**config.mk**
```make
export PLATFORM = sky130hd
export DESIGN_NAME = crc32ts_cell
export DESIGN_NICKNAME = d
export VERILOG_FILES = /design/src/crc32ts_pkg.sv /design/src/crc32ts_cell.sv
export SDC_FILE = /design/constraint.sdc
export NUM_CORES = 1
export LEC_CHECK = 0
export BUFFER_PORTS_ARGS = -buffer_cell sky130_fd_sc_hd__buf_2
export CAP_MARGIN = 20
export CORE_AREA = 2 2 449 451
export CTS_BUF_LIST = sky130_fd_sc_hd__clkbuf_8 sky130_fd_sc_hd__clkbuf_16
export CTS_CLUSTER_SIZE = 12
export DETAILED_ROUTE_END_ITERATION = 16
export DIE_AREA = 0 0 451 453
export SLEW_MARGIN = 20
export SYNTH_ARGS = -nofsm -noshare
export SYNTH_HDL_FRONTEND = slang
export SYNTH_SLANG_ARGS = --single-unit
```
**constraint.sdc**
```tcl
create_clock -name clk -period 5.37 [get_ports clk]
set_input_delay 0.537 -clock clk [delete_from_list [all_inputs] [get_ports clk]]
set_output_delay 0.537 -clock clk [all_outputs]
set_load 0.05 [all_outputs]
```
**src/crc32ts_pkg.sv**
```systemverilog
// Package for the CRC-32 suffix trimmer: widths, stage record, GF(2) operator types.
// Builds the constant per-length-bit inverse zero-shift operators at elaboration.
// No dependencies.
package crc32ts_pkg;

  localparam int CRC_DIM  = 32;
  localparam int LEN_BITS = 31;
  localparam logic [CRC_DIM-1:0] INV_POLY = 32'hdb710641;

  typedef logic [CRC_DIM-1:0]  crc_t;
  typedef logic [LEN_BITS-1:0] len_t;

  // column i holds the image of bit i
  typedef logic [CRC_DIM-1:0][CRC_DIM-1:0] op_t;
  typedef op_t [LEN_BITS-1:0]              op_tab_t;

  // one word as it moves down the cell chain
  typedef struct packed {
    logic valid;
    crc_t crc;
    len_t len;
  } stage_t;

  // multiply a GF(2) matrix by a vector
  function automatic crc_t op_apply(input op_t m, input crc_t v);
    crc_t acc;
    acc = '0;
    for (int i = 0; i < CRC_DIM; i++) begin
      if (v[i]) begin
        acc = acc ^ m[i];
      end
    end
    return acc;
  endfunction

  function automatic op_t op_square(input op_t m);
    op_t r;
    for (int i = 0; i < CRC_DIM; i++) begin
      r[i] = op_apply(m, m[i]);
    end
    return r;
  endfunction

  // entry k is the inverse shift by 2^k zero bytes
  function automatic op_tab_t build_ops();
    op_tab_t tab;
    op_t     op;
    for (int i = 0; i < CRC_DIM - 1; i++) begin
      op[i] = crc_t'(1) << (i + 1);
    end
    op[CRC_DIM-1] = INV_POLY;
    // one bit -> two -> four -> one byte
    op = op_square(op);
    op = op_square(op);
    op = op_square(op);
    tab[0] = op;
    for (int k = 1; k < LEN_BITS; k++) begin
      tab[k] = op_square(tab[k-1]);
    end
    return tab;
  endfunction

  localparam op_tab_t OP_TABLE = build_ops();

endpackage

```
**src/crc32ts_cell.sv**
```systemverilog
// One cell of the trimming chain: applies its constant operator when the low
// length bit is set, then hands the word and the shifted length on. Uses crc32ts_pkg.
module crc32ts_cell (
  input  logic                clk,
  input  logic                rst,
  input  logic                en,
  input  crc32ts_pkg::op_t    op,
  input  crc32ts_pkg::stage_t d,
  output crc32ts_pkg::stage_t q
);

  crc32ts_pkg::crc_t crc_next;

  // conditional operator application for this length bit
  always_comb begin
    crc_next = d.len[0] ? crc32ts_pkg::op_apply(op, d.crc) : d.crc;
  end

  // valid bit is the only control state; payload is not reset
  always_ff @(posedge clk) begin
    if (rst) begin
      q.valid <= 1'b0;
    end else if (en) begin
      q.valid <= d.valid;
    end
    if (en) begin
      q.crc <= crc_next;
      q.len <= d.len >> 1;
    end
  end

endmodule

```
==> impl_metrics.ini <==
[sta]
finalHoldViolCount = 0
finalSetupViolCount = 0
skew_ps = 0
max_slew_margin_pct = 20.0
finalMaxSlewViolations = 0
finalCritPeriodShare_pct = 62.0
fin_crit_ps = 3330
tns_ps = 0
max_slew.worst_pin.slew_ps = 1200
hold-worst-slack_ps = 285
rsz0062_at_grt = no
fmax_mhz = 300

[clocking]
cts_buffer_depth = 2
htreeDepth = 3
cts-root-buf = clkbuf_16
clkSinkCount = 63
cts_tree = yes
cts_made_buffers = 9
cts_resized = 0
cts_setup_buffers = 0
ctsHoldBuffers = 0
clk_latency_ps = 410
clkTransAtPathRegs_ps = 80

[power_and_ir_drop]
p_seq_share_pct = 12.9
clkPwrFrac_pct = 12.0
p_leak_nw = 10.4
switching_share_pct = 53.9
p_comb_share_pct = 75.0
powerDensity_nw_per_um2 = 247
ir_drop_mv = 0.180
net-switching-power_mw = 3.35
p_int_mw = 2.86

[grt]
grt_antenna_before_repair = 356
grt_max_degree = 41
grt_usage_pct = 21.5
first_global_vias = 19800
grt_pass1_wl_um = 269000
grt_remaining_overflow = 0

[synth]
netlist_instances = 2278
syn-mean-instance-area_um2 = 6.70
synth-seq-cells = 63
synth_cell_types = 17
syn_area_um2 = 15300
synth_nets = 3369
synth_warnings = 0
synth_top_area_cell = xnor2_1
netlist.area_leader.share_pct = 41.8
ys_seq_area_share_pct = 12.3
synth.area.top_cells = xnor2_1 (42%), nand2_1 (25%), xor2_1 (15%)

[place]
port_buffers = 1153
place.gp.congestion = 1.04
place_area_um2 = 24400
dp_hpwl_um = 202000

[worst_hold_path]
hold_class = in2reg
hold_depth = 2
hold_end = q[63]
hold_start = rst

[finish]
final_common_cell = buf_2
reg_top3 = q (63)
final-seq-area_um2 = 1880
multi_input_area_um2 = 12900
fin_area_um2 = 25200
fillers = 23500
largest_reg_flops = 63
nets = 4458
regMostFlops = q
syn2layout_area_growth_pct = 64.9
layout_common_cells = buf_2 (1126), nand2_1 (1023), xnor2_1 (727)
drive_gt1_share_pct = 36.6

[critical_path]
rr_startpoint = q[63]
crit_required_ps = 5500
start_kind = primary input
r2r-end = q[63]
rr_worst_depth = 2
r2r_slack_ps = 4770
end_kind = flop
worst_ep_arrival_time_ps = 3460
crit_path_max_fanout = 33
critical_path_class = in2reg

[drt]
antenna_left = 0
drt-wirelength-per-cell_um = 36.9
drtIter0Drc = 3138
num_vias = 22100
drc_errors = 0
wl_um = 229000
vias_per_cell = 3.56
dr.pass1.iters = 6

[floorplan]
pin_count = 1155
dieArea_um2 = 204000
rows = 164
fp.dieH_um = 453
die_w_um = 451
coreArea_um2 = 199000
start_util_pct = 7.66

[status]
status = complete, no violations

[flow_run]
maxCapViolations = 0
-- cells in the mapped netlist --
library cell,n
edfxtp_1,62
a21oi_1,33
dfxtp_1,1
nor2_1,32
mux2i_1,2
xnor3_2,1
buf_2,1
buf_1,1
xnor2_1,728
nand2_2,1
buf_4,1
xnor3_1,3
conb_1,1
buf_6,1
xor2_1,255
clkbuf_1,132
nand2_1,1023
-- layer usage --
layer  vias up  wire, µm  global-route usage, %
met3       568     23700                   7.55
met4       154     11000                   8.86
met5         -       979                  0.770
li1       9219         -                      -
met1     10200     87100                   25.2
met2      1926    107000                   35.3
-- worst max-delay path, stage by stage --
cell and delay [ps]:
buf_4 700, nand2_1 140, xnor2_1 530, xnor2_1 190, xnor2_1 580, xnor2_1 300
buf_4 210, xnor2_1 120, a21oi_1 90
-- power groups by stage --
stage	Clock [mW]	Sequential (mW)	Combinational [mW]
final	0.747	0.802	4.66
after global routing	0.788	0.813	4.92
after CTS	0.793	0.809	4.76
after detailed placement	0	0.820	4.74
after global placement	0	0.822	4.74
after floorplan	0	1.17	2.26
-- stage by stage --
step	utilization [%]	setup WS, ps	total power, mW	std cells
floorplan	-	2860	3.42	2278
global placement	12.2	1540	5.56	6012
detailed placement	12.2	1500	5.56	6012
CTS	12.4	1970	6.36	6028
global route	12.5	2030	6.52	6133
finish	12.6	2040	6.21	6211
-- cell type report --
cell class,count,share of cell area (%)
Tap cell,2656,13.2
Sequential cell,63,7.48
Clock buffer,11,1.00
Timing Repair Buffer,1214,25.2
Antenna cell,183,1.82
Clock inverter,5,0.224
Multi-Input combinational cell,2079,51.1
-- cells by family (layout without fill, tap and decap cells) --
kind of cell              Yosys count  after routing  synth area share [%]
buffers and inverters             136           1230                  3.43
AOI/OAI and AO/OA                  33             33                  1.08
DFF                                63             63                  12.3
muxes                               2              2                 0.131
xor gates and xnor gates          987            987                  57.0
and+or+nand+nor                  1056           1056                  26.0
other                               1            184                0.0246
-- worst max path at each step --
stage	start	endpoint	slack (ps)	cells after the start
floorplan	d[40]	q[62]	2860	8
global placement	d[36]	q[34]	1540	9
detailed placement	d[36]	q[34]	1500	9
CTS	d[36]	q[34]	1970	9
global route	d[36]	q[34]	2030	9
finish	d[57]	q[34]	2040	9
Note: power is estimated with default switching activity, not from simulation.
